## src/ptta_pkg.sv

```systemverilog
// shared types and constants for the pulse train timestamp averager
`timescale 1ns / 1ps

package ptta_pkg;

    localparam int SEC_W = 32;
    localparam int USEC_W = 20;
    localparam int CFG_W = 20;
    localparam int CFG_IDX_W = 2;

    localparam int USEC_PER_SEC = 1000000;

    localparam logic [CFG_W-1:0] SPACING_RESET = 20'd200000;
    localparam logic [CFG_W-1:0] SETTLE_RESET = 20'd300000;
    localparam logic [CFG_W-1:0] MARGIN_RESET = 20'd100000;

    typedef enum logic [CFG_IDX_W-1:0] {
        REG_PULSE_SPACING = 2'd0,
        REG_SETTLE_WAIT = 2'd1,
        REG_SPAN_MARGIN = 2'd2
    } cfg_reg_t;

    localparam logic EVENT_PULSE = 1'b0;
    localparam logic EVENT_TICK = 1'b1;

    localparam logic STATUS_OK = 1'b0;
    localparam logic STATUS_NOT_FILLED = 1'b1;

endpackage

```

## src/pulse_train_timestamp_averager_unit.sv

```systemverilog
// top level of the pulse train timestamp averager
`timescale 1ns / 1ps

// input channel: one word per event, event_kind selects pulse capture or tick
// with the current time; a word is taken when in_valid is high and in_stall low
// output channel: one word per finished average (status, seconds, microseconds),
// taken when out_valid is high and out_stall low
// configuration: cfg_wr_en writes cfg_data into the register picked by cfg_index
// throughput: one input word per cycle while in_stall is low; pulse words and ticks
// that give no result leave the pipeline at the input register
// a tick that closes a train reaches out_valid through the input, capture,
// division and scaling registers and the output register
// the only loop is the history and armed flag, updated as a word leaves the
// input register, so a new word may follow every cycle while in_stall is low
// reset: history cleared to zero, block disarmed, registers at their defaults
// when out_stall holds the output word, the stages behind it keep filling and
// in_stall rises only once every stage holds a word

module pulse_train_timestamp_averager_unit #(
    parameter int PULSE_COUNT = 4
) (
    input  logic                                clk,
    input  logic                                rst_n,
    input  logic                                in_valid,
    output logic                                in_stall,
    input  logic                                event_kind,
    input  logic [ptta_pkg::SEC_W-1:0]          time_seconds,
    input  logic [ptta_pkg::USEC_W-1:0]         time_microseconds,
    output logic                                out_valid,
    input  logic                                out_stall,
    output logic                                status,
    output logic [ptta_pkg::SEC_W-1:0]          avg_seconds,
    output logic [ptta_pkg::USEC_W-1:0]         avg_microseconds,
    input  logic                                cfg_wr_en,
    input  logic [ptta_pkg::CFG_IDX_W-1:0]      cfg_index,
    input  logic [ptta_pkg::CFG_W-1:0]          cfg_data
);

    localparam int LAST = PULSE_COUNT - 1;
    localparam int LOGN = $clog2(PULSE_COUNT);
    localparam int K_SUM = PULSE_COUNT * (PULSE_COUNT - 1) / 2;
    localparam int SW = ptta_pkg::SEC_W;
    localparam int UW0 = ptta_pkg::USEC_W;

    // offset sum of seconds differences, long division by digit
    localparam int WD = SW + 1 + LOGN;
    localparam int NCH = (WD + 7) / 8;
    localparam int PW = NCH * 8;
    localparam int VW = LOGN + 8;
    localparam int S_D = VW + LOGN;
    localparam int RDW = S_D + 1;
    localparam int RECIP_D = ((1 << S_D) + PULSE_COUNT - 1) / PULSE_COUNT;
    localparam logic [WD-1:0] DS_OFFSET = WD'(PULSE_COUNT) << SW;

    // microsecond sum and division by the pulse count
    localparam int UW = UW0 + 1 + $clog2(PULSE_COUNT + K_SUM);
    localparam int S_M = UW + LOGN;
    localparam int RMW = S_M + 1;
    localparam longint unsigned RECIP_M =
        ((64'd1 << S_M) + PULSE_COUNT - 1) / PULSE_COUNT;

    localparam int LW = UW0 + 1 + LOGN;
    localparam int SPW = 54;
    localparam logic signed [SPW-1:0] USEC_S = SPW'(ptta_pkg::USEC_PER_SEC);

    localparam int CMAX = int'(((64'd1 << UW) / PULSE_COUNT) / 1000000) + 1;
    localparam int CW = $clog2(CMAX + 1);

    // configuration
    logic [ptta_pkg::CFG_W-1:0] spacing_reg;
    logic [ptta_pkg::CFG_W-1:0] settle_reg;
    logic [ptta_pkg::CFG_W-1:0] margin_reg;

    // state
    logic [SW-1:0]  sec_hist_reg [PULSE_COUNT];
    logic [UW0-1:0] us_hist_reg [PULSE_COUNT];
    logic           armed_reg;

    // input stage
    logic           a_valid_reg;
    logic           a_kind_reg;
    logic [SW-1:0]  a_sec_reg;
    logic [UW0-1:0] a_us_reg;

    // capture stage
    logic                    b_valid_reg;
    logic [WD-1:0]           b_dso_reg;
    logic [UW-1:0]           b_usum_reg;
    logic signed [SW:0]      b_span_s_reg;
    logic signed [UW0:0]     b_span_u_reg;
    logic [LW-1:0]           b_limit_reg;
    logic [SW-1:0]           b_base_reg;

    // division stage
    logic                    c_valid_reg;
    logic signed [SPW-1:0]   c_span_reg;
    logic [LW-1:0]           c_limit_reg;
    logic [LOGN-1:0]         c_rem_reg;
    logic [UW-1:0]           c_usum_reg;
    logic [SW-1:0]           c_base_reg;
    logic [SW-1:0]           c_q_reg;

    // scaling stage
    logic                    d_valid_reg;
    logic                    d_fail_reg;
    logic [UW-1:0]           d_m_reg;
    logic [SW-1:0]           d_sec_reg;

    // output register
    logic                    out_valid_reg;
    logic                    status_reg;
    logic [SW-1:0]           avg_sec_reg;
    logic [UW0-1:0]          avg_us_reg;

    logic en_out;
    logic en_d;
    logic en_c;
    logic en_b;
    logic en_a;
    logic fire;

    logic signed [SW:0]   ds;
    logic signed [21:0]   d_us;
    logic                 elapsed;
    logic                 emit;

    logic [WD-1:0]        dso;
    logic [UW-1:0]        usum;
    logic signed [SW:0]   span_s;
    logic signed [UW0:0]  span_u;
    logic [LW-1:0]        limit;

    logic [PW-1:0]        pad;
    logic [PW-1:0]        qpad;
    logic [LOGN-1:0]      rem;
    logic [VW-1:0]        dv;
    logic [VW+RDW-1:0]    dprod;
    logic [7:0]           qd;
    logic signed [SPW-1:0] span_c;

    logic                 fail;
    logic [UW-1:0]        num;
    logic [UW+RMW-1:0]    mprod;
    logic [UW-1:0]        m_val;

    logic [CW-1:0]        carry_s;
    logic [UW-1:0]        carry_sub;

    // handshake chain
    assign en_out = !out_valid_reg || !out_stall;
    assign en_d = !d_valid_reg || en_out;
    assign en_c = !c_valid_reg || en_d;
    assign en_b = !b_valid_reg || en_c;
    assign en_a = !a_valid_reg || en_b;
    assign fire = a_valid_reg && en_b;
    assign in_stall = !en_a;

    // settle check against newest pulse
    always_comb
    begin
        ds = $signed({1'b0, a_sec_reg}) - $signed({1'b0, sec_hist_reg[0]});
        d_us = (ds[0] ? 22'sd1000000 : 22'sd0) + $signed({2'b00, a_us_reg})
               - $signed({2'b00, us_hist_reg[0]});
        elapsed = ds[SW] || (ds > 33'sd1) || d_us[21]
                  || (d_us > $signed({2'b00, settle_reg}));
        emit = (a_kind_reg == ptta_pkg::EVENT_TICK) && armed_reg && elapsed;
    end

    // snapshot sums of the history
    always_comb
    begin
        dso = DS_OFFSET;
        for (int i = 0; i < LAST; i++)
        begin
            dso = dso + WD'(sec_hist_reg[i]) - WD'(sec_hist_reg[LAST]);
        end
        usum = UW'(K_SUM) * UW'(spacing_reg);
        for (int i = 0; i < PULSE_COUNT; i++)
        begin
            usum = usum + UW'(us_hist_reg[i]);
        end
        span_s = $signed({1'b0, sec_hist_reg[0]}) - $signed({1'b0, sec_hist_reg[LAST]});
        span_u = $signed({1'b0, us_hist_reg[0]}) - $signed({1'b0, us_hist_reg[LAST]});
        limit = LW'(LAST) * LW'(spacing_reg) + LW'(margin_reg);
    end

    // digit long division of the offset seconds sum
    always_comb
    begin
        pad = PW'(b_dso_reg);
        qpad = '0;
        rem = '0;
        dv = '0;
        dprod = '0;
        qd = '0;
        for (int k = NCH - 1; k >= 0; k--)
        begin
            dv = {rem, pad[k*8 +: 8]};
            dprod = (VW + RDW)'(dv) * (VW + RDW)'(RECIP_D);
            qd = dprod[S_D +: 8];
            rem = LOGN'(dv - VW'(qd) * VW'(PULSE_COUNT));
            qpad[k*8 +: 8] = qd;
        end
        span_c = SPW'(b_span_s_reg) * USEC_S + SPW'(b_span_u_reg);
    end

    // span check and microsecond mean
    always_comb
    begin
        fail = c_span_reg[SPW-1] || (c_span_reg > $signed(SPW'(c_limit_reg)));
        num = UW'(c_rem_reg) * UW'(ptta_pkg::USEC_PER_SEC) + c_usum_reg;
        mprod = (UW + RMW)'(num) * (UW + RMW)'(RECIP_M);
        m_val = mprod[S_M +: UW];
    end

    // whole seconds carried out of the mean
    always_comb
    begin
        carry_s = '0;
        carry_sub = '0;
        for (int k = 1; k <= CMAX; k++)
        begin
            if (64'(d_m_reg) >= 64'(k) * 64'(ptta_pkg::USEC_PER_SEC))
            begin
                carry_s = CW'(k);
                carry_sub = UW'(64'(k) * 64'(ptta_pkg::USEC_PER_SEC));
            end
        end
    end

    // configuration registers
    always_ff @(posedge clk or negedge rst_n)
    begin
        if (!rst_n)
        begin
            spacing_reg <= ptta_pkg::SPACING_RESET;
            settle_reg <= ptta_pkg::SETTLE_RESET;
            margin_reg <= ptta_pkg::MARGIN_RESET;
        end
        else if (cfg_wr_en)
        begin
            case (cfg_index)
                ptta_pkg::REG_PULSE_SPACING: spacing_reg <= cfg_data;
                ptta_pkg::REG_SETTLE_WAIT:   settle_reg <= cfg_data;
                ptta_pkg::REG_SPAN_MARGIN:   margin_reg <= cfg_data;
                default: ;
            endcase
        end
    end

    // history and armed flag
    always_ff @(posedge clk or negedge rst_n)
    begin
        if (!rst_n)
        begin
            for (int i = 0; i < PULSE_COUNT; i++)
            begin
                sec_hist_reg[i] <= '0;
                us_hist_reg[i] <= '0;
            end
            armed_reg <= 1'b0;
        end
        else if (fire)
        begin
            if (a_kind_reg == ptta_pkg::EVENT_PULSE)
            begin
                for (int i = LAST; i > 0; i--)
                begin
                    sec_hist_reg[i] <= sec_hist_reg[i-1];
                    us_hist_reg[i] <= us_hist_reg[i-1];
                end
                sec_hist_reg[0] <= a_sec_reg;
                us_hist_reg[0] <= a_us_reg;
                armed_reg <= 1'b1;
            end
            else if (emit)
            begin
                armed_reg <= 1'b0;
            end
        end
    end

    // valid bits
    always_ff @(posedge clk or negedge rst_n)
    begin
        if (!rst_n)
        begin
            a_valid_reg <= 1'b0;
            b_valid_reg <= 1'b0;
            c_valid_reg <= 1'b0;
            d_valid_reg <= 1'b0;
            out_valid_reg <= 1'b0;
        end
        else
        begin
            if (en_a)
            begin
                a_valid_reg <= in_valid;
            end
            if (en_b)
            begin
                b_valid_reg <= fire && emit;
            end
            if (en_c)
            begin
                c_valid_reg <= b_valid_reg;
            end
            if (en_d)
            begin
                d_valid_reg <= c_valid_reg;
            end
            if (en_out)
            begin
                out_valid_reg <= d_valid_reg;
            end
        end
    end

    // payload registers
    always_ff @(posedge clk)
    begin
        if (in_valid && en_a)
        begin
            a_kind_reg <= event_kind;
            a_sec_reg <= time_seconds;
            a_us_reg <= time_microseconds;
        end
        if (fire && emit)
        begin
            b_dso_reg <= dso;
            b_usum_reg <= usum;
            b_span_s_reg <= span_s;
            b_span_u_reg <= span_u;
            b_limit_reg <= limit;
            b_base_reg <= sec_hist_reg[LAST];
        end
        if (b_valid_reg && en_c)
        begin
            c_span_reg <= span_c;
            c_limit_reg <= b_limit_reg;
            c_rem_reg <= rem;
            c_usum_reg <= b_usum_reg;
            c_base_reg <= b_base_reg;
            c_q_reg <= qpad[SW-1:0];
        end
        if (c_valid_reg && en_d)
        begin
            d_fail_reg <= fail;
            d_m_reg <= m_val;
            d_sec_reg <= c_base_reg + c_q_reg;
        end
        if (d_valid_reg && en_out)
        begin
            if (d_fail_reg)
            begin
                status_reg <= ptta_pkg::STATUS_NOT_FILLED;
                avg_sec_reg <= '0;
                avg_us_reg <= '0;
            end
            else
            begin
                status_reg <= ptta_pkg::STATUS_OK;
                avg_sec_reg <= d_sec_reg + SW'(carry_s);
                avg_us_reg <= UW0'(d_m_reg - carry_sub);
            end
        end
    end

    assign out_valid = out_valid_reg;
    assign status = status_reg;
    assign avg_seconds = avg_sec_reg;
    assign avg_microseconds = avg_us_reg;

endmodule

```

## config.mk

```make
export PLATFORM = sky130hd
export DESIGN_NAME = pulse_train_timestamp_averager_unit
export DESIGN_NICKNAME = d
export VERILOG_FILES = /design/src/ptta_pkg.sv /design/src/pulse_train_timestamp_averager_unit.sv
export SDC_FILE = /design/constraint.sdc
export NUM_CORES = 2
export LEC_CHECK = 0
export BUFFER_PORTS_ARGS = -buffer_cell sky130_fd_sc_hd__buf_2
export CAP_MARGIN = 10
export CORE_ASPECT_RATIO = 0.8
export CORE_MARGIN = 2
export CORE_UTILIZATION = 65
export CTS_BUF_LIST = sky130_fd_sc_hd__clkbuf_4 sky130_fd_sc_hd__clkbuf_8
export DETAILED_ROUTE_END_ITERATION = 6
export MAX_ROUTING_LAYER = met4
export PLACE_DENSITY = 0.82
export SETUP_SLACK_MARGIN = 0.4
export SYNTH_ARGS = -nofsm -noshare
export SYNTH_HDL_FRONTEND = slang
export SYNTH_SLANG_ARGS = --single-unit
```

## constraint.sdc

```tcl
create_clock -name clk -period 21.6 [get_ports clk]
set_input_delay 4.32 -clock clk [delete_from_list [all_inputs] [get_ports clk]]
set_output_delay 4.32 -clock clk [all_outputs]
set_load 0.01 [all_outputs]
```

==> impl_metrics.tcl <==
set metrics [dict create \
    start_util_pct 65.9 \
    dpl.hpwl_mm 93.6 \
    synth_nets 5870 \
    clkTransAtPathRegs_ns 0.06 \
    rsz0062_at_grt "false" \
    worstHoldStart "b_dso_reg[3]" \
    avgSynthCellArea_um2 11.2 \
    synth_edf_count 490 \
    route.detailed.drc 0 \
    clk_path_buf_depth 3 \
    cp.buffers_inverters 3 \
    finalCritPeriodShare_pct 45.8 \
    antenna_found_initial 6 \
    synth_area_mm2 0.0545 \
    status "finished, final reports clean" \
    tightestPinTransition_ns 1.10 \
    cp_slowest_cell "and3_1" \
    max_stage_delay_ns 0.45 \
    clkSinkCount 764 \
    drv_cap 0 \
    tns_ns 0 \
    worstPathCellList "buf_2 > and3_1 > and3_1 > nand2_1 > inv_1 > buf_2" \
    globalplace.congestion 0.951 \
    cts_tree "done" \
    fin_crit_ns 9.88 \
    seq_area_frac_synth_pct 39.6 \
    timing.slew.headroom_pct 26.7 \
    async_flop_share_pct 35.9 \
    critPathArrivalTime_ns 5.56 \
    drive_gt1_share_pct 12.1 \
    crit_path_max_fanout 5 \
    drtIter0Drc 2731 \
    fillCellCount 5669 \
    crit_path_start_kind "primary input" \
    timing.rr.start "b_span_s_reg[6]" \
    clock_latency_ns 0.77 \
    synth_fa_ha_area_share_pct 25.9 \
    area_growth_pct 8.16 \
    crit_path_start "out_stall" \
    die-area_mm2 0.0862 \
    critPathTopFamily "simple AND/OR/NAND/NOR gates" \
    largest_register_ffs 128 \
    synthMuxAreaShare_pct 3.66 \
    fin_nets 6066 \
    maxSlewViolCount 0 \
    synth-seq-cells 764 \
    ant_nets 0 \
    h-tree-depth 3 \
    yosys.area_share.simple_pct 8.43 \
    num_io_pins 135 \
    hold_viol_final 0 \
    track_usage_pct 28.8 \
    synth-xor-area-share_pct 4.82 \
    wl_per_cell_um 18.9 \
    grt_start_max_net_pins 162 \
    rows 94 \
    postSynthCellCount 4866 \
    core_mm2 0.0827 \
    cp.required_ns 17.28 \
    post_cts_buffers 0 \
    cts_buffers 117 \
    hp-class "reg -> reg" \
    grt_pass1_vias 36700 \
    fin_skew_ns 0.0320 \
    vias 36500 \
    setup_viol 0 \
    end_kind "output pin" \
    finish.utilization_pct 71.3 \
    overflow 0 \
    critPathKind "in -> out" \
    cts_root_buffer "clkbuf_8" \
    yosysUniqueCellTypes 106 \
    hold_buffers 0 \
    synth_top_family_by_area "adder cells" \
    die_y_um 263 \
    cts_resized 0 \
    yosysWarnings 0 \
    drtPass1Iterations 5 \
    die_w_um 328 \
    synth-compound-area-share_pct 12.3 \
    holdWs_ns 0.414 \
    io_buffers 134 \
    wirelength_mm 119 \
    fmax_ghz 0.101 \
    via_per_inst 5.82 \
    synth-main-ff-cell "edfxtp_1" \
    grt_pass1_wl_mm 191 \
]
[placed cells by master, fill, tap and decap left out, drive strengths merged, types with 48 or more instances in the layout]
cell    count
inv       681
ha        585
edfxtp    490
fa        339
a21oi     287
o21ai     259
dfrtp     254
nand2     254
nor2      226
xnor2     211
mux2      172
clkbuf    160
buf       150
a21o      149
xor2       89
nand3      78
nor3       71
nor2b      57
o21a       48
[synth_stat cells, drive strengths merged, types with 15 or more instances]
master / count / area share [%]
inv: 676 / 4.7
ha: 585 / 13
edfxtp: 490 / 27
fa: 339 / 12
a21oi: 287 / 2.7
o21ai: 259 / 2.4
dfrtp: 254 / 12
nand2: 254 / 1.8
nor2: 226 / 1.6
xnor2: 211 / 3.4
mux2: 172 / 3.6
a21o: 149 / 2.1
xor2: 89 / 1.4
nand3: 78 / 0.73
nor3: 71 / 0.66
clkbuf: 57 / 0.47
nor2b: 57 / 0.67
o21a: 48 / 0.67
and3: 41 / 0.47
nand2b: 40 / 0.46
nand4: 40 / 0.47
o21bai: 39 / 0.54
a21boi: 28 / 0.40
a31oi: 27 / 0.34
and2: 24 / 0.28
a211oi: 23 / 0.34
dfstp: 20 / 0.96
nor4: 20 / 0.28
o211ai: 20 / 0.28
o31ai: 18 / 0.27
or3: 17 / 0.20
buf: 16 / 0.20
or2: 15 / 0.17
[kinds of logic after synthesis]
logic type,Yosys count
mux,178
flops,764
fa+ha+maj,924
compound gates,1021
simple gates,930
buf+inv,749
xor+xnor,300
[through the flow]
stage               instance area [um2]  instances  setup slack [ns]
detailed placement                56400       6046             11.72
CTS                               58900       6268             11.71
floorplan                         54500       4866              4.94
finish                            59000       6271             11.72
global route                      59000       6271             11.65
global placement                  56400       6046             11.72
[worst paths after layout]
kind,to,slack [ns],cells after the start
setup reg to reg,c_span_reg[49],13.56,32
max in group asynchronous,margin_reg[13],16.62,2
min in group asynchronous,b_valid_reg,3.60,1
hold / removal,c_q_reg[1],0.41,0
hold reg to reg,c_q_reg[1],0.41,0
setup / recovery,in_stall,11.72,6
[metal layers]
layer  vias to the layer above  GRT usage (%)  routed length (um)
met4                         0           8.64                3460
met3                       211           4.87                8150
met1                     17800           40.7               54100
li1                      17400              -                   -
met5                         -              -                   0
met2                      1038           42.9               52900
[area by class of cell]
class	instances	area [um2]	area share [%]
multi-input cells	3353	30100	51.0
repair buffers	150	833	1.41
clock inverters	62	557	0.944
diodes	2	5.00	0.00849
well taps	1104	1380	2.34
inverters	676	2540	4.30
clock buffers	160	2000	3.38
flip-flops and latches	764	21600	36.6
[worst reg2reg max path, delay by kind of cell, from the launching register on]
family          cells  cell delay (ns)
compound gates     12             2.33
xor+xnor            2             0.29
fa+ha+maj           8             3.56
buf+inv             4             0.26
flops               1             0.53
simple gates        6             0.79
Power is left out: the tool's default activity adds up to more than one toggle a clock period on the data nets, which glitch-free logic cannot reach.
